--- config.mk ---
export PLATFORM = sky130hd
export DESIGN_NAME = vde_queue
export DESIGN_NICKNAME = d
export VERILOG_FILES = /design/src/rtl/vde_pkg.sv /design/src/rtl/vde_queue.sv
export SDC_FILE = /design/constraint.sdc
export NUM_CORES = 1
export LEC_CHECK = 0
export ABC_AREA = 0
export BUFFER_PORTS_ARGS = -buffer_cell sky130_fd_sc_hd__buf_2
export CORE_MARGIN = 1
export CORE_UTILIZATION = 50
export CTS_CLUSTER_DIAMETER = 150
export DETAILED_ROUTE_END_ITERATION = 10
export MAX_ROUTING_LAYER = met4
export PLACE_DENSITY = 0.82
export SYNTH_ARGS = -nofsm -noshare
export SYNTH_HDL_FRONTEND = slang
export SYNTH_SLANG_ARGS = --single-unit
--- constraint.sdc ---
create_clock -name i_clk -period 19.1 [get_ports i_clk]
set_clock_uncertainty 0.05 [all_clocks]
set_input_delay 3.82 -clock i_clk [delete_from_list [all_inputs] [get_ports i_clk]]
set_output_delay 3.82 -clock i_clk [all_outputs]
set_load 0.05 [all_outputs]
--- src/rtl/vde_pkg.sv ---
// shared types and constants of the vector distance engine
// no dependencies
package vde_pkg;

    localparam int ELEM_W  = 16;
    localparam int SQ_W    = 33;
    localparam int PROD_W  = 32;
    localparam int DIFF_W  = 43;
    localparam int DOT_W   = 42;
    localparam int NORM_W  = 41;
    localparam int DIST_W  = 42;
    localparam int MET_W   = 2;
    localparam int MUL_W   = 42;
    localparam int CW      = 118;

    localparam logic [MET_W-1:0] MET_L2  = 2'd0;
    localparam logic [MET_W-1:0] MET_IP  = 2'd1;
    localparam logic [MET_W-1:0] MET_COS = 2'd2;

    localparam logic [DIST_W-1:0] Q16_ONE = 42'd65536;

    typedef struct packed {
        logic [MET_W-1:0]        metric;
        logic [DIFF_W-1:0]       diff;
        logic signed [DOT_W-1:0] dot;
        logic [NORM_W-1:0]       norm_a;
        logic [NORM_W-1:0]       norm_b;
    } t_job;

endpackage

--- src/rtl/vde_queue.sv ---
// two-entry job queue between front and back
// uses vde_pkg
module vde_queue (
    input  logic          i_clk,
    input  logic          i_rst_n,
    input  logic          i_push,
    input  vde_pkg::t_job i_job,
    output logic          o_full,
    input  logic          i_pop,
    output vde_pkg::t_job o_job,
    output logic          o_empty
);
    import vde_pkg::*;

    t_job       r_mem [2];
    logic       r_wptr, r_rptr;
    logic [1:0] r_count;

    assign o_full  = (r_count == 2'd2);
    assign o_empty = (r_count == 2'd0);
    assign o_job   = r_mem[r_rptr];

    always_ff @(posedge i_clk) begin
        if (i_push) begin
            r_mem[r_wptr] <= i_job;
        end
        if (!i_rst_n) begin
            r_wptr  <= 1'b0;
            r_rptr  <= 1'b0;
            r_count <= 2'd0;
        end else begin
            if (i_push) begin
                r_wptr <= !r_wptr;
            end
            if (i_pop) begin
                r_rptr <= !r_rptr;
            end
            if (i_push && !i_pop) begin
                r_count <= r_count + 2'd1;
            end else if (i_pop && !i_push) begin
                r_count <= r_count - 2'd1;
            end
        end
    end

endmodule

; ---- Yosys cells after proc, flatten, opt, wreduce, memory -nomap -nowiden
; Memories as Yosys holds them, arrays and structs flattened. A register that Yosys moved wholly into a read port is not among the register bits.
; Index checks and enable logic that the tools add are counted.
[totals]
memories = 1
latch_bits = 0
mem_bits_rw = 338
elab_cells = 21
rom_bits = 0
output_inout_bits = 171
in_bits = 173
regBits = 4
[memory_table]
columns = memory, words, width, rd, rd_clocked_by_memory_dff, write_ports, line
row1 = r_mem, 2, 169, 1, 1, 1, vde_queue.sv:15  ; t_job r_mem [2];
[classes]
n_eq_ne = 1
div = 0
reduce_logical = 8
multipliers = 0
shift = 0
order_cmp = 0
add_sub_neg = 2
bitwise_logic = 0
mux = 6
[op_table]
columns = operator, n
row1 = $logic_not 1->1, 4
row2 = $mux 1, 4
row3 = $mux 2, 2
row4 = $add 2x1->2 const B, 1
row5 = $eq 2x2->1 const B, 1
row6 = $logic_and 1x1->1, 2
row7 = $logic_not 2->1, 1
row8 = $reduce_bool 2->1, 1
row9 = $sub 2x1->2 const B, 1

; ---- Longest topological paths before layout
[logic_depth]
ltp_word = 4
depth_mapped = 5
mapped_depth_nobuf = 5

; ---- Worst setup path before layout
; No wires, ideal clock.
[synth_timing]
path_kind = input -> register
from = input i_push
to = memory r_mem[0][0] (netlist bit) (enable)
setup_time_ps = 720
slack_ps = 7180
path_stages = 1
required_ps = 18330
arrival_time_ps = 11150
n_path_buf = 0
path_cell_list = nor2b_1
[synth_between]
elab_chain_cells = 2
[synth_rtl]
columns = element, line
row1 = "start, declared", vde_queue.sv:6  ; input logic i_push,
row2 = $mux 1, vde_queue.sv:24  ; if (i_push) begin
row3 = $mux 1 (not written as such), vde_queue.sv:25  ; r_mem[r_wptr] <= i_job;
row4 = "end, declared", vde_queue.sv:15
; Every way passes these cells.

==> summary.md <==
| Metric | Value |
|---|---|
| Status | complete, no violations |
| Buf/Inv on CP | 2 |
| Cell Area, Synth | 12830 sq um |
| Die height | 162.2 microns |
| Core Area | 25180 sq um |
| Mapped Nets | 722 |
| Hold depth | 2 |
| GR Layer Usage met3 | 0.04826 |
| All-Layer GR Usage | 0.1754 |
| Final Max Slew Viols | 0 |
| GP Congestion | 0.7502 |
| Clk pin slew, worst setup/hold paths | 50 ps |
| Die W | 162.2 microns |
| Initial Utilization | 0.5095 |
| Max_slew headroom | 0.3554 |
| Post-CTS sizing | 0 |
| Met1 GRT Util | 0.2008 |
| Pin count of the biggest net entering global routing | 66 |
| Routed Antenna Nets | 0 |
| Cells after Synth | 548 |
| PD cells | 113.7 nW/um^2 |
| CP Launch Type | flop |
| P&R area growth vs syn | 24.08% |
| Share of layout cells above drive strength 1 | 0.6038 |
| Synth warn | 0 |
| Row count | 58 |
| First-pass DRT Iterations | 4 |
| Hold Path Class | flop to flop |
| First-pass GRT wire length | 33.71 mm |
| Stages on the worst setup path | 3 |
| DP Wirelength | 15.45 mm |
| Crit path kind | flop to output pin |
| TritonCTS Sinks | 343 |
| Post-route minimum period | 6891 ps |
| CTS Buf Count | 35 |
| CTS root buffer | clkbuf_16 |
| Num ports | 344 |
| Period Utilization, post-route | 0.3608 |
| DR vias/cell | 4.991 |
| Gr busiest metal | met2 |
| Max cap viols | 0 |
| Die area | 26310 sq um |
| Fillers | 1712 |
| Setup TNS | 0 ps |
| Fmax | 0.1451 GHz |
| Vias in the first global route | 6467 |
| Final Power | 1810 uW |
| CTS tree | built |
| Post-synthesis sequential element count | 343 |
| Cell family with most CP delay | buffers and inverters |
| WL/cell | 18.21 microns |
| Initial antenna violation count | 3 |
| Routed wire length | 23.17 mm |
| CTS Hold Bufs | 0 |
| Total number of vias | 6349 |
| Critical Path AT | 3020 ps |
| Critical Path Max Stage Delay | 890 ps |
| Post-synthesis sequential area ratio | 0.7988 |
| CP Cell Sequence | buf_4 > mux2_2 > buf_2 |
| # nets final | 1090 |
| Commonest non-fill, non-tap cell in the layout | buf_2 |
| CP max-delay cell | dfxtp_4 |
| Setup violations, final | 0 |
| Most frequent cells in the layout | buf_2 (343), edfxtp_1 (338), mux2_4 (101) |
| Grt ovf | 0 |
| Crit. End Element | output pin |
| Slew @ Worst Pin | 966.9 ps |
| RSZ-0062 raised after global routing | false |
| Pleak | 0.006194 uW |
| Clk Latency, worst-skew pair | 490 ps |
| Crit path max fanout | 58 |
| CP required | 15230 ps |
| Total count of hold-check failures in the final report | 0 |
| Clock tree buffer depth | 3 |
| Total setup buffers inserted after CTS | 0 |
| Mean Syn Cell Area | 23.41 sq um |
| Worst Reg-to-Reg Cells | 2 |
| Port Buf Inserts | 343 |
| Residual DRC | 0 |
| Worst vdd ir | 85.31 uV |
| GR met2 Demand/Resource | 0.2985 |
| Initial DRC count | 331 |
| Unique masters post-synth | 17 |
| H-tree levels | 2 |
-- power breakdown --
group	internal (uW)	switching, uW
registers	871	15.1
logic	91.3	199
clock network	378	255
total	1340	470
-- state kept, by name, indices dropped and copies added (netlist names), named ones only --
| signal | cells |
|---|---|
| r_mem | 338 |
| r_count | 2 |
| r_wptr | 1 |
| r_rptr | 1 |
-- Yosys cell counts (all sizes together) --
cell type / instances / area [sq um]
xnor2: 1 / 8.760
inv: 1 / 3.750
buf: 19 / 182.7
a21boi: 1 / 7.510
o21ai: 1 / 5.000
ha: 1 / 12.51
or3: 1 / 6.260
and2: 4 / 25.02
nor2b: 3 / 18.77
dfxtp: 5 / 100.1
edfxtp: 338 / 10150
mux2: 169 / 2282
o21a: 1 / 7.510
xor2: 2 / 17.52
nor2: 1 / 3.750
-- worst register-to-register path, stage by stage, from the launching register on --
cell and delay (ps):
dfxtp_1 380, and2_4 680, buf_4 740
-- final cells by class --
type                    count  area (sq um)  share of cell area
diodes                      3         7.507           0.0004715
clock buffers              44         909.6             0.05714
clock inverters            16         158.9            0.009981
inverters                   1         3.754           0.0002358
multi-input cells         185          2405              0.1511
flip-flops and latches    343         10250              0.6441
well taps                 330         412.9             0.02594
repair buffers            350          1769              0.1111
-- layer usage --
| metal | wire length (microns) | up-vias |
|---|---|---|
| met5 | 0 | - |
| met4 | 467 | 0 |
| met3 | 1921 | 36 |
| met2 | 11900 | 280 |
| met1 | 8876 | 3109 |
| li1 | - | 2924 |
-- final timing paths --
check | slack [ps] | start | endpoint
max | 12210 | flop | o_job[0]
min | 510 | r_count[1] | r_count[1]
max reg2reg | 16820 | r_wptr | r_mem[1][43]
min reg2reg | 510 | r_count[1] | r_count[1]
-- cell families (layout without fill, tap and decap cells) --
| logic type | Yosys count | after routing | synth area share |
|---|---|---|---|
| adder cells (fa/ha/maj) | 1 | 1 | 0.0009750 |
| AO/OA/AOI/OAI | 3 | 3 | 0.001560 |
| flip-flops | 343 | 343 | 0.7988 |
| multiplexers | 169 | 169 | 0.1779 |
| other | 0 | 3 | 0 |
| buffers and inverters | 20 | 411 | 0.01453 |
| AND/OR/NAND/NOR | 9 | 9 | 0.004193 |
| XOR/XNOR | 3 | 3 | 0.002048 |
-- stage by stage --
| stage | utilization | worst slack (ps) | std cells | cell area [sq um] | hold slack, ps |
|---|---|---|---|---|---|
| 4_1_cts | 0.6319 | 12170 | 1269 | 15910 | 503.3 |
| 5_1_grt | 0.6322 | 12050 | 1272 | 15920 | 544.2 |
| 3_3_place_gp | 0.5895 | 12690 | 1209 | 14840 | 443.2 |
| 6_report | 0.6322 | 12210 | 1272 | 15920 | 506.6 |
| 2_1_floorplan | - | 7180 | 548 | 12830 | 422.9 |
| 3_5_place_dp | 0.5895 | 12710 | 1209 | 14840 | 497.7 |
Power figures use the tool's default switching activity.
