===== src/rtl/vde_pkg.sv =====
// shared types and constants of the vector distance engine
// no dependencies
package vde_pkg;

    localparam int ELEM_W  = 16;
    localparam int SQ_W    = 33;
    localparam int PROD_W  = 32;
    localparam int DIFF_W  = 43;
    localparam int DOT_W   = 42;
    localparam int NORM_W  = 41;
    localparam int DIST_W  = 42;
    localparam int MET_W   = 2;
    localparam int MUL_W   = 42;
    localparam int CW      = 118;

    localparam logic [MET_W-1:0] MET_L2  = 2'd0;
    localparam logic [MET_W-1:0] MET_IP  = 2'd1;
    localparam logic [MET_W-1:0] MET_COS = 2'd2;

    localparam logic [DIST_W-1:0] Q16_ONE = 42'd65536;

    typedef struct packed {
        logic [MET_W-1:0]        metric;
        logic [DIFF_W-1:0]       diff;
        logic signed [DOT_W-1:0] dot;
        logic [NORM_W-1:0]       norm_a;
        logic [NORM_W-1:0]       norm_b;
    } t_job;

endpackage


===== src/rtl/vde_front.sv =====
// front end: element products, saturating running sums, metric register
// uses vde_pkg; hands one job per vector to the queue
module vde_front (
    input  logic                          i_clk,
    input  logic                          i_rst_n,
    input  logic                          i_valid,
    output logic                          o_ready,
    input  logic signed [15:0]            i_elem_a,
    input  logic signed [15:0]            i_elem_b,
    input  logic                          i_last_element,
    input  logic                          i_cfg_we,
    input  logic [1:0]                    i_cfg_data,
    output logic                          o_push,
    output vde_pkg::t_job                 o_job,
    input  logic                          i_full
);
    import vde_pkg::*;

    logic                     r_s1_valid;
    logic                     r_s1_last;
    logic [SQ_W-1:0]          r_s1_sqd, r_s1_sqa, r_s1_sqb;
    logic signed [PROD_W-1:0] r_s1_prod;
    logic [DIFF_W-1:0]        r_diff;
    logic signed [DOT_W-1:0]  r_dot;
    logic [NORM_W-1:0]        r_na, r_nb;
    logic [MET_W-1:0]         r_metric;

    logic signed [ELEM_W:0]   w_d;
    logic [ELEM_W:0]          w_ad, w_aa, w_ab;
    logic [2*ELEM_W+1:0]      w_sqd, w_sqa, w_sqb;
    logic signed [PROD_W-1:0] w_prod;
    logic [DIFF_W:0]          w_dsum;
    logic [NORM_W:0]          w_asum, w_bsum;
    logic signed [DOT_W:0]    w_dotsum;
    logic [DIFF_W-1:0]        n_diff;
    logic [NORM_W-1:0]        n_na, n_nb;
    logic signed [DOT_W-1:0]  n_dot;
    logic                     w_take;

    assign w_d   = (ELEM_W+1)'(i_elem_a) - (ELEM_W+1)'(i_elem_b);
    assign w_ad  = w_d[ELEM_W] ? (ELEM_W+1)'(-w_d) : (ELEM_W+1)'(w_d);
    assign w_aa  = i_elem_a[ELEM_W-1] ? (ELEM_W+1)'(-(ELEM_W+1)'(i_elem_a))
                                      : (ELEM_W+1)'(i_elem_a);
    assign w_ab  = i_elem_b[ELEM_W-1] ? (ELEM_W+1)'(-(ELEM_W+1)'(i_elem_b))
                                      : (ELEM_W+1)'(i_elem_b);
    assign w_sqd = {{(ELEM_W+1){1'b0}}, w_ad} * {{(ELEM_W+1){1'b0}}, w_ad};
    assign w_sqa = {{(ELEM_W+1){1'b0}}, w_aa} * {{(ELEM_W+1){1'b0}}, w_aa};
    assign w_sqb = {{(ELEM_W+1){1'b0}}, w_ab} * {{(ELEM_W+1){1'b0}}, w_ab};
    assign w_prod = PROD_W'(i_elem_a) * PROD_W'(i_elem_b);

    // the stage holds while a finished vector cannot enter the queue
    assign o_ready = !(r_s1_valid && r_s1_last && i_full);
    assign w_take  = r_s1_valid && o_ready;

    // sums never exceed their limit, so a carry out means saturate
    assign w_dsum   = {1'b0, r_diff} + (DIFF_W+1)'(r_s1_sqd);
    assign w_asum   = {1'b0, r_na} + (NORM_W+1)'(r_s1_sqa);
    assign w_bsum   = {1'b0, r_nb} + (NORM_W+1)'(r_s1_sqb);
    assign w_dotsum = (DOT_W+1)'(r_dot) + (DOT_W+1)'(r_s1_prod);
    assign n_diff   = w_dsum[DIFF_W] ? '1 : w_dsum[DIFF_W-1:0];
    assign n_na     = w_asum[NORM_W] ? '1 : w_asum[NORM_W-1:0];
    assign n_nb     = w_bsum[NORM_W] ? '1 : w_bsum[NORM_W-1:0];
    always_comb begin
        if (w_dotsum[DOT_W] != w_dotsum[DOT_W-1]) begin
            n_dot = w_dotsum[DOT_W] ? {1'b1, {(DOT_W-1){1'b0}}}
                                    : {1'b0, {(DOT_W-1){1'b1}}};
        end else begin
            n_dot = w_dotsum[DOT_W-1:0];
        end
    end

    assign o_push       = w_take && r_s1_last;
    assign o_job.metric = r_metric;
    assign o_job.diff   = n_diff;
    assign o_job.dot    = n_dot;
    assign o_job.norm_a = n_na;
    assign o_job.norm_b = n_nb;

    always_ff @(posedge i_clk) begin
        if (!i_rst_n) begin
            r_s1_valid <= 1'b0;
            r_metric   <= MET_L2;
            r_diff     <= '0;
            r_dot      <= '0;
            r_na       <= '0;
            r_nb       <= '0;
        end else begin
            if (i_cfg_we) begin
                r_metric <= i_cfg_data;
            end
            if (o_ready) begin
                r_s1_valid <= i_valid;
                r_s1_last  <= i_last_element;
                r_s1_sqd   <= w_sqd[SQ_W-1:0];
                r_s1_sqa   <= w_sqa[SQ_W-1:0];
                r_s1_sqb   <= w_sqb[SQ_W-1:0];
                r_s1_prod  <= w_prod;
            end
            if (w_take) begin
                if (r_s1_last) begin
                    r_diff <= '0;
                    r_dot  <= '0;
                    r_na   <= '0;
                    r_nb   <= '0;
                end else begin
                    r_diff <= n_diff;
                    r_dot  <= n_dot;
                    r_na   <= n_na;
                    r_nb   <= n_nb;
                end
            end
        end
    end

endmodule


===== config.mk =====
export PLATFORM = sky130hd
export DESIGN_NAME = vde_front
export DESIGN_NICKNAME = d
export VERILOG_FILES = /design/src/rtl/vde_pkg.sv /design/src/rtl/vde_front.sv
export SDC_FILE = /design/constraint.sdc
export NUM_CORES = 2
export LEC_CHECK = 0
export ABC_AREA = 0
export BUFFER_PORTS_ARGS = -buffer_cell sky130_fd_sc_hd__buf_2
export CORE_MARGIN = 1.5
export CORE_UTILIZATION = 44
export CTS_CLUSTER_DIAMETER = 200
export DETAILED_ROUTE_END_ITERATION = 8
export PLACE_DENSITY_LB_ADDON = 0.05
export SLEW_MARGIN = 5
export SYNTH_ARGS = -nofsm -noshare
export SYNTH_HDL_FRONTEND = slang
export SYNTH_SLANG_ARGS = --single-unit

===== constraint.sdc =====
create_clock -name i_clk -period 9.31 [get_ports i_clk]
set_input_delay 0 -clock i_clk [delete_from_list [all_inputs] [get_ports i_clk]]
set_output_delay 0 -clock i_clk [all_outputs]
set_load 0.1 [all_outputs]

======== Word level (Yosys, flattened, before mapping) ========
Cells that the tools add are included.
word-level totals
  register bits after elaboration ......... 302
  bits in latches ......................... 0
  input bits .............................. 40
  memory bits (read-only) ................. 0
  logic and storage cells ................. 43
  output and inout bits ................... 171
  memory bits (writable) .................. 0
  memories kept ........................... 0
cells by class
  magnitude comparators ................... 0
  divide/modulo/power cells ............... 0
  add/sub/neg operators ................... 8
  muxes and demuxes ....................... 12
  shifts and indexed selects .............. 0
  eq/ne operators ......................... 1
  reductions and logical operators ........ 6
  bitwise operators ....................... 1
  multiply operators ...................... 4
operators by type and width
  cell                                            count
  41-bit two-way mux                              4
  42-bit two-way mux                              3
  17-bit by 17-bit multiplier with 33-bit output  3
  43-bit two-way mux                              2
  41-bit by 33-bit adder with 42-bit output       2
  17-bit two-way mux                              3
  43-bit by 33-bit adder with 44-bit output       1
  42-bit by 32-bit adder with 43-bit output       1
  16-bit negation with 17-bit output              2
  16-bit by 16-bit multiplier with 32-bit output  1
  17-bit negation                                 1
  16-bit by 16-bit subtractor with 17-bit output  1
  1-bit logical AND                               4
  2-bit AND reduction                             1
  1-bit zero test                                 1
  1-bit != test                                   1
  1-bit inverter                                  1

======== Depth between registers and ports, before layout ========
  depth after elaboration ................. 5
  depth in mapped cells ................... 41
  mapped depth without buffers ............ 38

======== Worst setup path before layout ========
OpenSTA, ideal clock, no wires.
  kind .................................... input -> register
  start ................................... in i_elem_a[0]
  end ..................................... reg r_s1_sqd[32], data pin
  setup slack ............................. -100 ps
  library setup time ...................... 268 ps
  buffers on the path ..................... 3
  cell stages on the path ................. 35
  arrival ................................. 9142 ps
  path through ............................ clkbuf_1 > clkinv_1 > clkbuf_1 > ha_1 > fa_1 > nand2b_1 > a21oi_1 > nor4b_1 > a211oi_1 > nand3_1 > or3_1 > or2_2 > nand2_1 > xnor2_1 > clkbuf_1 > nand2_1 > fa_1 > inv_1 > fa_1 > fa_1 > fa_1 > fa_1 > inv_1 > fa_1 > inv_1 > ha_1 > a21o_1 > a21o_1 > a211o_1 > a21o_1 > a31o_2 > nor4_1 > o311ai_0 > o41ai_1 > xnor3_1
on the way
  word-level cells in the longest chain between the ends .. 4
ends and longest elaborated chain
  item                                                line             source
  start: declaration                                  vde_front.sv:8   input logic signed [15:0] i_elem_a,
  16-bit by 16-bit subtractor with 17-bit output (*)  vde_front.sv:40  assign w_d = (ELEM_W+1)'(i_elem_a) - (ELEM_W+1)'(i_elem_b);
  17-bit negation                                     vde_front.sv:41  assign w_ad = w_d[ELEM_W] ? (ELEM_W+1)'(-w_d) : (ELEM_W+1)'(w_d);
  17-bit two-way mux (*)                              vde_front.sv:41
  17-bit by 17-bit multiplier with 33-bit output (*)  vde_front.sv:46  assign w_sqd = {{(ELEM_W+1){1'b0}}, w_ad} * {{(ELEM_W+1){1'b0}}, w_ad};
  net w_sqd[32]                                       vde_front.sv:30  logic [2*ELEM_W+1:0] w_sqd, w_sqa, w_sqb;
  end signal: assignment                              vde_front.sv:94  r_s1_sqd <= w_sqd[SQ_W-1:0];
  end: declaration                                    vde_front.sv:21  logic [SQ_W-1:0] r_s1_sqd, r_s1_sqa, r_s1_sqb;
Mark *: on every way through the listed nets, which the timed path passes. The rest lies on a longest branch.
A chain may end at the register's enable or synchronous reset.

======== Worst setup path after layout ========
  start ................................... in i_elem_b[7]
  end ..................................... reg r_s1_sqd[32], data pin
on the way
  word-level cells in the longest chain between the ends .. 4
ends and longest elaborated chain
  item                                                line             source
  start: declaration                                  vde_front.sv:9   input logic signed [15:0] i_elem_b,
  16-bit by 16-bit subtractor with 17-bit output (*)  vde_front.sv:40
  17-bit negation                                     vde_front.sv:41
  17-bit two-way mux (*)                              vde_front.sv:41
  17-bit by 17-bit multiplier with 33-bit output (*)  vde_front.sv:46
  net w_sqd[32]                                       vde_front.sv:30
Marks and branches as above.

==> key figures <==
Critical path
  – Max incr delay on CP: 570 ps
  – Critical path arrival: 9140 ps
  – CP max FO: 6
  – Slowest CP cell: o21ai_0
  – Critical Path Most Common Cell: fa_1
  – Startpoint Class: primary input
  – CP endpoint kind: flip-flop
  – Crit Path Category: in -> reg
  – Top Family by Delay on Critical Path: adder cells
  – Buf/Inv on CP: 6
  – Critical Path RT: 9650 ps
  – Reg2reg setup slack: 4300 ps

GRT
  – First-pass GRT wire length: 237.8 mm
  – Largest net degree at the start of global routing: 74
  – Initial antenna violation count: 8
  – Tot GR Track Use: 24.71%
  – Total gr overflow: 0
  – Vias in the first global route: 42869

Clock network
  – Clock Pin Slew Worst Setup and Hold Paths: 60 ps
  – CTS sink count: 299
  – Worst-Skew Late Latency: 620 ps
  – CTS max path bufs: 3
  – CTS tree: done
  – CTS buffer count: 42
  – Htree depth: 2
  – CTS root buffer: clkbuf_16

Synthesis
  – Synthesized cell area: 0.05316 mm²
  – Top cells by area, synth: fa_1 (32%), ha_1 (13%), inv_1 (8.3%)
  – Mapped Cells: 5940
  – Main flop type after synthesis: dfxtp_1
  – Number of synthesized flops with an enable pin: 129
  – FFs w/ async S/R, synth: 0%
  – Yosys reg bits: 299
  – Area leader, netlist: fa_1
  – Post-synthesis sequential area ratio: 13.69%
  – Synth Area per Inst: 8.950 µm²
  – Cell with the most instances after synthesis: inv_1
  – Post-synth top area share: 31.67%
  – Warnings, synthesis: 0
  – Cell variety after synth: 91
  – Commonest cells post-synth: inv_1 (1180), fa_1 (841), nand2_1 (599)

Finish
  – Final net count: 7725
  – Area growth, synth to finish: 10.28%
  – FILL cells: 11863
  – Layout cell share with drive strength beyond 1: 8.515%
  – Fin cells: 7933

Floorplan
  – Row count: 127
  – Core ar.: 0.1198 mm²
  – Die height: 350.6 µm
  – Die Width: 350.6 µm
  – Die Area: 0.1229 mm²
  – Initial Utilization: 44.37%
  – Io pins: 211

STA
  – Final count of hold timing violations: 0
  – Period utilization: 94.48%
  – Final Skew: 40.24 ps
  – Unrepaired setup endpoints after global routing: no
  – Worst Hold Slack: 34.65 ps
  – Max-slew headroom: 29.74%
  – Final Slew Violations: 0
  – Max Freq: 113.7 MHz
  – Tmin final: 8796 ps
  – Setup violators final: 0
  – Worst Max-Slew Pin Slew: 1046 ps

Routing
  – DRT Wirelength: 148.4 mm
  – DR WL/cell: 18.71 µm
  – Via count: 41465
  – Pre-antenna DRT Iters: 7
  – Vias per inst: 5.227
  – Post-route antenna net violation count: 0
  – Drc violations: 0
  – 1st-iter DRT viols: 2529

Status
  – Status: finished clean

Place
  – Hpwl dp: 123.7 mm
  – DP Cell Count: 7844
  – I/O Buffers: 210
  – Routability cong.: 0.9057

Worst hold path
  – HP Class: in -> reg

Run
  – Max_cap viols: 0
-- cells in the final DEF (no fill, tap or decap), types with 23 or more instances in the layout --
| cell | instances |
|---|---|
| a21boi_0 | 27 |
| a31oi_1 | 41 |
| and3_1 | 41 |
| o21bai_1 | 30 |
| nor2_1 | 372 |
| xnor2_1 | 203 |
| nor3_1 | 43 |
| fa_1 | 841 |
| buf_4 | 189 |
| xor2_1 | 98 |
| o21ai_0 | 166 |
| or2_2 | 34 |
| dfxtp_1 | 170 |
| a21o_1 | 150 |
| nand2_1 | 598 |
| conb_1 | 84 |
| clkbuf_16 | 43 |
| and2_1 | 92 |
| nand3_1 | 77 |
| maj3_1 | 30 |
| buf_2 | 210 |
| edfxtp_1 | 129 |
| a21oi_1 | 268 |
| inv_1 | 1180 |
| nand4_1 | 31 |
| ha_1 | 558 |
| nor2b_1 | 44 |
| nand2b_1 | 58 |
| o21a_1 | 47 |
| clkinv_1 | 23 |
| a22o_1 | 81 |
| a221o_1 | 33 |
-- area by class of cell --
cell class	instances	area, µm²	area share, %
multi-input cells	4333	40990	69.92
flip-flops and latches	299	7277	12.41
inverters	1203	4517	7.704
repair buffers	407	2550	4.349
well taps	1612	2017	3.440
clock buffers	58	1132	1.931
clock inverters	18	133.9	0.2284
diodes	3	7.507	0.01280
-- kinds of logic (layout without fill, tap and decap cells) --
logic type | after synthesis | after routing | synth area share [%]
AOI/OAI and AO/OA | 1034 | 1035 | 13.11
xor gates and xnor gates | 306 | 306 | 5.109
adders and majority gates | 1429 | 1429 | 45.37
buffers and inverters | 1391 | 1686 | 9.889
DFF | 299 | 299 | 13.69
muxes | 16 | 16 | 0.3224
other | 2 | 87 | 0.01413
and+or+nand+nor | 1463 | 1463 | 12.50
-- state kept, by name (all words and copies together), names as in the netlist --
register and cells:
r_s1_sqa 32, r_s1_valid 1, r_nb 41, r_diff 43, r_s1_last 1, r_s1_sqd 32, r_s1_prod 32, r_s1_sqb 32
r_metric 2, r_dot 42, r_na 41
-- worst register-to-register path, cell delays in order, from the launching register on --
cell,delay [ps]
edfxtp_1,390
ha_1,360
o211ai_1,120
o211ai_1,260
a31oi_1,230
o32ai_1,780
a21oi_1,220
o21ai_1,250
xor2_2,660
nand2_1,590
nor2_4,850
a221o_1,230
-- worst paths after layout --
| check | cells after the start | end | from |
|---|---|---|---|
| worst max-delay path | 33 | r_s1_sqd[32] | i_elem_b[7] |
| worst min-delay path | 4 | r_na[31] | i_rst_n |
| worst max register to register | 11 | r_dot[23] | r_s1_prod[2] |
| worst min register to register | 2 | r_dot[17] | r_dot[17] |
-- through the flow --
stage | util (%) | setup TNS, ps | setup slack (ps) | area (µm²)
6_report | 48.93 | 0 | 514.0 | 58630
5_1_grt | 48.93 | 0 | 66.55 | 58620
4_1_cts | 48.91 | 0 | 493.9 | 58600
3_5_place_dp | 47.79 | -101.8 | -101.8 | 57250
3_3_place_gp | 47.79 | -18.61 | -18.61 | 57250
2_1_floorplan | - | 0 | 49.14 | 53480
-- timing repair --
action	4_1_cts	5_1_grt
resized for setup	0	1
hold buffers	8	0
endpoints found under the setup margin	0	1
endpoints found under the hold margin	5	0
setup buffers	0	1
-- layer usage --
layer	up-vias	global-route usage [%]	share of wire, %
li1	19765	-	-
met1	20587	34.47	46
met2	958	41.19	47
met3	153	2.847	5.4
met5	-	0	0.0074
met4	2	5.345	2.0
Power is not shown: default switching activity piles up to over one toggle a cycle in this logic, so the estimate is an artifact.
