$ cat config.mk
export PLATFORM = sky130hd
export DESIGN_NAME = vde_back
export DESIGN_NICKNAME = d
export VERILOG_FILES = /design/src/rtl/vde_pkg.sv /design/src/rtl/vde_back.sv
export SDC_FILE = /design/constraint.sdc
export NUM_CORES = 2
export LEC_CHECK = 0
export ABC_AREA = 1
export ABC_CLOCK_PERIOD_IN_PS = 17860
export BUFFER_PORTS_ARGS = -buffer_cell sky130_fd_sc_hd__buf_2
export CELL_PAD_IN_SITES_DETAIL_PLACEMENT = 0
export CELL_PAD_IN_SITES_GLOBAL_PLACEMENT = 1
export CORE_ASPECT_RATIO = 0.75
export CORE_UTILIZATION = 40
export CTS_BUF_LIST = sky130_fd_sc_hd__clkbuf_8
export DETAILED_ROUTE_END_ITERATION = 10
export HOLD_SLACK_MARGIN = 0.03
export PLACE_DENSITY = 0.84
export SYNTH_ARGS = -nofsm -noshare
export SYNTH_HDL_FRONTEND = slang
export SYNTH_SLANG_ARGS = --single-unit
$ cat constraint.sdc
create_clock -name i_clk -period 17.86 [get_ports i_clk]
set_input_delay 0.893 -clock i_clk [delete_from_list [all_inputs] [get_ports i_clk]]
set_output_delay 0.893 -clock i_clk [all_outputs]
set_load 0.05 [all_outputs]
$ cat src/rtl/vde_pkg.sv
// shared types and constants of the vector distance engine
// no dependencies
package vde_pkg;

    localparam int ELEM_W  = 16;
    localparam int SQ_W    = 33;
    localparam int PROD_W  = 32;
    localparam int DIFF_W  = 43;
    localparam int DOT_W   = 42;
    localparam int NORM_W  = 41;
    localparam int DIST_W  = 42;
    localparam int MET_W   = 2;
    localparam int MUL_W   = 42;
    localparam int CW      = 118;

    localparam logic [MET_W-1:0] MET_L2  = 2'd0;
    localparam logic [MET_W-1:0] MET_IP  = 2'd1;
    localparam logic [MET_W-1:0] MET_COS = 2'd2;

    localparam logic [DIST_W-1:0] Q16_ONE = 42'd65536;

    typedef struct packed {
        logic [MET_W-1:0]        metric;
        logic [DIFF_W-1:0]       diff;
        logic signed [DOT_W-1:0] dot;
        logic [NORM_W-1:0]       norm_a;
        logic [NORM_W-1:0]       norm_b;
    } t_job;

endpackage

$ cat src/rtl/vde_back.sv
// back end: square root, serial multiplier and cosine search sequencer
// uses vde_pkg; holds the result beat in an output register
module vde_back (
    input  logic                 i_clk,
    input  logic                 i_rst_n,
    input  logic                 i_empty,
    input  vde_pkg::t_job        i_job,
    output logic                 o_pop,
    output logic                 o_valid,
    input  logic                 i_ready,
    output logic signed [41:0]   o_distance,
    output logic                 o_zero_vector
);
    import vde_pkg::*;

    typedef enum logic [2:0] {
        ST_IDLE, ST_SQRT, ST_MUL, ST_COS_A, ST_COS_B, ST_DONE
    } t_state;

    t_state                r_state;
    logic [5:0]            r_cnt;
    logic [DIFF_W-1:0]     r_x, r_res, r_bit;
    logic [2*MUL_W-1:0]    r_ma, r_macc;
    logic [MUL_W-1:0]      r_mb, r_mag;
    logic                  r_sel, r_neg, r_cap;
    logic [CW-1:0]         r_p2j, r_dd, r_s, r_tsh, r_cand;
    logic [16:0]           r_k;
    logic [DIST_W-1:0]     r_dist;
    logic                  r_zero;

    logic [DIFF_W:0]       w_rb;
    logic                  w_ge;
    logic [DIFF_W-1:0]     n_res;
    logic [2*MUL_W-1:0]    n_macc;
    logic                  w_acc;
    logic [16:0]           n_k;
    logic [MUL_W-1:0]      w_mag;
    logic signed [DOT_W:0] w_ndot;

    assign w_rb  = {1'b0, r_res} + {1'b0, r_bit};
    assign w_ge  = ({1'b0, r_x} >= w_rb);
    assign n_res = w_ge ? ((r_res >> 1) + r_bit) : (r_res >> 1);
    assign n_macc = r_macc + (r_mb[0] ? r_ma : '0);
    assign w_acc = !r_cap && (r_cand <= r_dd);
    assign n_k   = {r_k[15:0], w_acc};
    assign w_mag = i_job.dot[DOT_W-1] ? MUL_W'(-i_job.dot) : MUL_W'(i_job.dot);
    assign w_ndot = -(DOT_W+1)'(i_job.dot);

    assign o_pop         = (r_state == ST_IDLE) && !i_empty;
    assign o_valid       = (r_state == ST_DONE);
    assign o_distance    = r_dist;
    assign o_zero_vector = r_zero;

    always_ff @(posedge i_clk) begin
        if (!i_rst_n) begin
            r_state <= ST_IDLE;
        end else begin
            unique case (r_state)
                ST_IDLE: begin
                    if (!i_empty) begin
                        r_neg  <= i_job.dot[DOT_W-1];
                        r_mag  <= w_mag;
                        if (i_job.metric == MET_IP) begin
                            r_zero <= 1'b0;
                            // clamp negated dot to plus or minus 2^40
                            if (w_ndot > (DOT_W+1)'(44'sd1099511627776)) begin
                                r_dist <= DIST_W'(44'sd1099511627776);
                            end else if (w_ndot < -(DOT_W+1)'(44'sd1099511627776)) begin
                                r_dist <= DIST_W'(-44'sd1099511627776);
                            end else begin
                                r_dist <= w_ndot[DIST_W-1:0];
                            end
                            r_state <= ST_DONE;
                        end else if (i_job.metric == MET_COS) begin
                            if (i_job.norm_a == '0 || i_job.norm_b == '0) begin
                                r_dist  <= Q16_ONE;
                                r_zero  <= 1'b1;
                                r_state <= ST_DONE;
                            end else begin
                                r_zero  <= 1'b0;
                                r_ma    <= (2*MUL_W)'(i_job.norm_a);
                                r_mb    <= MUL_W'(i_job.norm_b);
                                r_macc  <= '0;
                                r_cnt   <= 6'(MUL_W);
                                r_sel   <= 1'b0;
                                r_state <= ST_MUL;
                            end
                        end else begin
                            r_zero  <= 1'b0;
                            r_x     <= i_job.diff;
                            r_res   <= '0;
                            r_bit   <= DIFF_W'(1) << (DIFF_W - 1);
                            r_cnt   <= 6'((DIFF_W + 1) / 2);
                            r_state <= ST_SQRT;
                        end
                    end
                end
                ST_SQRT: begin
                    if (w_ge) begin
                        r_x <= r_x - w_rb[DIFF_W-1:0];
                    end
                    r_res <= n_res;
                    r_bit <= r_bit >> 2;
                    r_cnt <= r_cnt - 6'd1;
                    if (r_cnt == 6'd1) begin
                        r_dist  <= DIST_W'(n_res);
                        r_state <= ST_DONE;
                    end
                end
                ST_MUL: begin
                    if (r_cnt == 6'd1 && !r_sel) begin
                        // norm product, pre-shifted for the top search bit
                        r_p2j  <= CW'(n_macc) << 32;
                        r_ma   <= (2*MUL_W)'(r_mag);
                        r_mb   <= r_mag;
                        r_macc <= '0;
                        r_cnt  <= 6'(MUL_W);
                        r_sel  <= 1'b1;
                    end else begin
                        r_macc <= n_macc;
                        r_ma   <= r_ma << 1;
                        r_mb   <= r_mb >> 1;
                        if (r_cnt == 6'd1) begin
                            r_dd    <= CW'(n_macc) << 32;
                            r_s     <= '0;
                            r_tsh   <= '0;
                            r_k     <= '0;
                            r_cap   <= 1'b0;
                            r_cnt   <= 6'd17;
                            r_state <= ST_COS_A;
                        end else begin
                            r_cnt <= r_cnt - 6'd1;
                        end
                    end
                end
                ST_COS_A: begin
                    r_cand  <= r_s + r_tsh + r_p2j;
                    r_state <= ST_COS_B;
                end
                ST_COS_B: begin
                    if (w_acc) begin
                        r_s <= r_cand;
                    end
                    if (r_cnt == 6'd17) begin
                        r_cap <= w_acc;
                    end
                    r_tsh <= (r_tsh >> 1) + (w_acc ? r_p2j : '0);
                    r_p2j <= r_p2j >> 2;
                    r_k   <= n_k;
                    r_cnt <= r_cnt - 6'd1;
                    if (r_cnt == 6'd1) begin
                        r_dist  <= r_neg ? (Q16_ONE + DIST_W'(n_k))
                                         : (Q16_ONE - DIST_W'(n_k));
                        r_state <= ST_DONE;
                    end else begin
                        r_state <= ST_COS_A;
                    end
                end
                ST_DONE: begin
                    if (i_ready) begin
                        r_state <= ST_IDLE;
                    end
                end
                default: begin
                    r_state <= ST_IDLE;
                end
            endcase
        end
    end

endmodule

# After elaboration in Yosys (flattened, before gate mapping)
# Cells that the tools add are included.
# totals
out_inout_bits,45
word_cells,180
input_bits,173
regBits,1008
# classes
reduce_logical,31
eq_ne,26
bitwise_logic,3
n_mux,83
n_addsub,12
n_lt_le_gt_ge,4
# op_table
op,n
2-to-1 mux 84 bit,11
case mux 118 bit (2 select lines),3
2-to-1 mux 118 bit,5
2-to-1 mux 42 bit,14
2-to-1 mux 43 bit,11
case mux 84 bit (2 select lines),2
case mux 43 bit (2 select lines),3
adder 118 bit,2
case mux 42 bit (3 select lines),1
adder 117 x 118 -> 118 bit,1
<= comparator 118 x 116 -> 1 bit,1
adder 84 bit,1
case mux 42 bit (2 select lines),1
zero test 41 bit,2
adder 43 x 43 -> 44 bit,1
greater-or-equal comparator 43 x 44 -> 1 bit,1
adder 42 x 43 -> 43 bit,1
"> comparator 43 x 42 -> 1 bit, second input constant",1
"< comparator 43 x 41 -> 1 bit, second input constant",1
negation 42 -> 43 bit,1
subtractor 43 bit,1
negation 42 bit,1
2-to-1 mux 41 bit,1
2-to-1 mux 6 bit,6
other kinds (35),86

# Longest topological paths before layout
# logic_depth
ltp_word,7
mapped_depth,40
depth_no_buf,38

# Least setup slack after synthesis
# No wires, ideal clock.
# synth_path
path_type,flip-flop to flip-flop
start,reg r_state[0]
end,"reg r_s[0], enable pin"
period_less_slack_ps,18262
arrival_ps,17628
path_buffers,0
setup_time_ps,634
required_ps,17226
path_slack_ps,-402
path_stages_with_launch,8
cell_sequence,dfxtp_1 > nor2_1 > inv_1 > nor2_1 > clkinv_1 > a211oi_1 > inv_1 > a21oi_1
# synth_via
elab_chain_cells,3
word_cells_on_any_way,7
cone_classes,eq/ne: 5; reduce/logical: 2
# synth_rtl
element,line_no,text
start: declaration,vde_back.sv:20,t_state r_state;
start signal: assignment,vde_back.sv:56,r_state <= ST_IDLE;
start signal: assignment,vde_back.sv:73,r_state <= ST_DONE;
start signal: assignment,vde_back.sv:78,r_state <= ST_DONE;
equality test 3 bit / equality test 3 x 2 -> 1 bit (equally long branches),vde_back.sv:58,unique case (r_state)
!= test 2 bit (no line) / nonzero test 2 bit (equally long branches),--,
AND reduction 5 bit (no line) *,--,
end signal: assignment,vde_back.sv:142,r_s <= r_cand;
end: declaration,vde_back.sv:26,"logic [CW-1:0] r_p2j, r_dd, r_s, r_tsh, r_cand;"
# Every way passes the cells marked *; elsewhere a longest branch is shown, timed or not.
# A chain may end at the register's enable or synchronous reset.

# Worst setup path after layout
# layout_path
start,reg r_cand[105]
end,"reg r_tsh[113], data pin"
# layout_via
elab_chain_cells,5
# layout_rtl
element,line_no,text
start: declaration,vde_back.sv:26,
start signal: assignment,vde_back.sv:137,r_cand <= r_s + r_tsh + r_p2j;
<= comparator 118 x 116 -> 1 bit,vde_back.sv:44,assign w_acc = !r_cap && (r_cand <= r_dd);
logical AND 1 bit,vde_back.sv:44,
2-to-1 mux 118 bit,vde_back.sv:147,r_tsh <= (r_tsh >> 1) + (w_acc ? r_p2j : '0);
adder 117 x 118 -> 118 bit,vde_back.sv:147,
case mux 118 bit (2 select lines),vde_back.sv:58,
end signal: assignment,vde_back.sv:147,
end: declaration,vde_back.sv:26,
# No other way between the ends.

==> flow_summary.ini <==
[power]
finalPower_w = 0.0127
leakage_nw = 36.5
switching_power_w = 0.00647
ir_worst_vdd_mv = 0.105
sequentialPowerShare_pct = 28.8
p_clk_share_pct = 16.6
switching_share_pct = 51.0
intPower_w = 0.00621
power_density_mw_per_mm2 = 150
p_comb_share_pct = 54.6

[final_layout]
drive_gt1_share_pct = 5.49
area_delta_synth_final_pct = 9.62
finalInstanceArea_mm2 = 0.0844
nets = 11300

[synthesis]
synth_top_area_share_pct = 38.3
synth_top_area_cell = edfxtp_1
synth_flop_cell = edfxtp_1
ys_seq_area_share_pct = 38.4
synth.yosys.warnings = 0
synthesis.area_mm2 = 0.0770
synth_edf_count = 982
synthTopCellsByArea = edfxtp_1, nand2_1, inv_1, nor2_1, ha_1
synthArstFlopShare_pct = 0
synth_cell_types = 60
syn_nets = 11000
ys_ff_latch = 985
synthCells = 10200
avgSynthCellArea_um2 = 7.54

[worst_setup_path]
path_delay_family = simple AND/OR/NAND/NOR gates
critical_path_required_ps = 18610
crit_buf_inv = 3
cp_common_cell = nand2_1
cp.arrival_ps = 8350
cp_max_fo = 70
worst_path_max_delay_cell = a21boi_0
start_kind = flip-flop
rr_worst_depth = 27
cp-end-kind = flip-flop
critPathKind = flip-flop to flip-flop
path_depth = 27
critical-path-max-stage-delay_ps = 900

[route]
vias = 73000
drc_errors = 0
viasPerCell = 5.53
drtIter0Drc = 9278
ant_nets = 0
wl_per_cell_um = 24.3
firstDrtPassIters = 8
routed_wl_mm = 320

[placed_design]
port_buffers = 217
dpl_cell_area_mm2 = 0.0812
dp_hpwl_mm = 265
gp_congestion = 1.05
post-place-ws_ps = 10550

[cts]
cts_tree = yes
cts.root.buffer_cell = clkbuf_8
cts_hold_buf = 0
cts-resized-gates = 0
cts.sinks = 985
clk_pin_slew_ps = 70
cts_buffer_depth = 3
ctsHtreeMaxLevel = 4
post_cts_buffers = 0
insertion_delay_ps = 990
cts_buffers = 172

[floorplanning]
chipHeight_um = 382
start_util_pct = 40.3
die_x_um = 509
boundaryPins = 218
num_rows = 139
die_area_mm2 = 0.194
coreArea_mm2 = 0.191

[global_route]
grt_pass1_wl_mm = 462
grt_max_degree = 191
antenna_found_initial = 11
grtUsageTotal_pct = 32.4
overflow = 0
grt_pass1_vias = 68600

[sta]
hold_violations = 0
maxSlewViolCount = 4
timing.setup.tns_ps = 0
slew_headroom_pct = -11.1
worstMarginPinSlew_ps = 1650
period_minus_slack_ps = 7600
finClkSkew_ps = 84.7
rsz0062_at_grt = false
fin_ws_ps = 10260
finalCritPeriodShare_pct = 42.5
max_freq_mhz = 132
setup_viol = 0

[outcome]
failed_checks = capacitance limit, slew limit
status = complete, but fails checks

[min_path]
hold_class = input pin to flip-flop
holdPathStages = 3

[run]
maxCapViolations = 1
-- path summary, 6_finish.rpt --
path,end,slack [ps],start
setup / recovery,r_tsh[113],10260,r_cand[105]
hold reg to reg,r_mb[32],530,r_mb[33]
setup reg to reg,r_tsh[113],10260,r_cand[105]
hold / removal,r_x[30],210,i_job[154]
-- metrics by stage --
step                      utilization [%]  instances  hold WS (ps)
after floorplan                         -      10200           483
after global placement               42.4      12900           505
after detailed placement             42.4      12900           525
after CTS                            44.1      13200           138
after global routing                 44.1      13200           184
final                                44.1      13200           209
-- cells by family after synthesis --
group	Yosys count	synth area share (%)
simple gates	4330	22.8
compound gates	2033	14.7
buf+inv	1966	9.66
flops	985	38.4
fa+ha+maj	612	11.1
xor+xnor	295	3.36
-- per-layer routing --
metal / wire length, um / up-vias / track usage, %
li1: - / 34300 / -
met1: 151000 / 35000 / 49.2
met2: 129000 / 3283 / 45.9
met3: 32000 / 389 / 7.13
met4: 7880 / 0 / 7.54
met5: 0 / - / 0
-- cell usage after synthesis, types with 72 or more instances --
master,n
nor3_1,104
nand3_1,324
nand2_1,1972
edfxtp_1,982
inv_1,1801
o21ai_0,735
nor2_1,1667
o211ai_1,106
xnor2_1,92
nand4_1,97
xor2_1,202
ha_1,492
a21oi_1,814
clkbuf_1,117
nor4_1,72
fa_1,120
-- state kept, by name, summed over array words and instances, names as in the netlist, 43 cells and up --
name / count
r_cand: 118
r_ma: 84
r_s: 118
r_macc: 84
r_tsh: 118
r_res: 43
r_p2j: 116
r_x: 43
r_dd: 84
-- power groups by stage --
stage / sequential [W] / clock (W) / combinational, W
finish: 0.00366 / 0.00210 / 0.00692
global route: 0.00368 / 0.00223 / 0.00747
CTS: 0.00365 / 0.00214 / 0.00675
detailed placement: 0.00369 / 0 / 0.00670
global placement: 0.00369 / 0 / 0.00668
floorplan: 0.00373 / 0 / 0.00415
-- layout by cell type, fill, tap and decap left out, types with 8 or more instances in the layout --
master / instances
a21boi_0: 39
a21o_1: 65
a21oi_1: 812
a221oi_1: 13
a31oi_1: 57
buf_2: 217
buf_4: 49
clkbuf_8: 172
clkinv_1: 40
clkinv_2: 27
edfxtp_1: 982
fa_1: 120
ha_1: 492
inv_1: 1847
inv_12: 9
inv_2: 11
nand2_1: 1970
nand3_1: 324
nand3b_1: 30
nand4_1: 97
nor2_1: 1663
nor2_2: 9
nor2_4: 10
nor3_1: 99
nor3_2: 8
nor4_1: 70
o2111ai_1: 8
o211ai_1: 106
o21a_1: 63
o21ai_0: 734
o21ai_1: 23
o21bai_1: 71
or2_2: 20
xnor2_1: 92
xor2_1: 202
-- area by class of cell --
| cell class | instances | area [um2] |
|---|---|---|
| Sequential cell | 985 | 29500 |
| Multi-Input combinational cell | 7270 | 40200 |
| Antenna cell | 6 | 15.0 |
| Clock inverter | 140 | 878 |
| Clock buffer | 172 | 2370 |
| Inverter | 1811 | 6810 |
| Tap cell | 2538 | 3180 |
| Timing Repair Buffer | 268 | 1490 |
| Fill cell | 19800 | 107000 |
-- worst min-delay path: stages --
cell     delay (ps)
buf_2            70
nand2_1          40
nand2_1          50
Power figures use the tool's default switching activity.
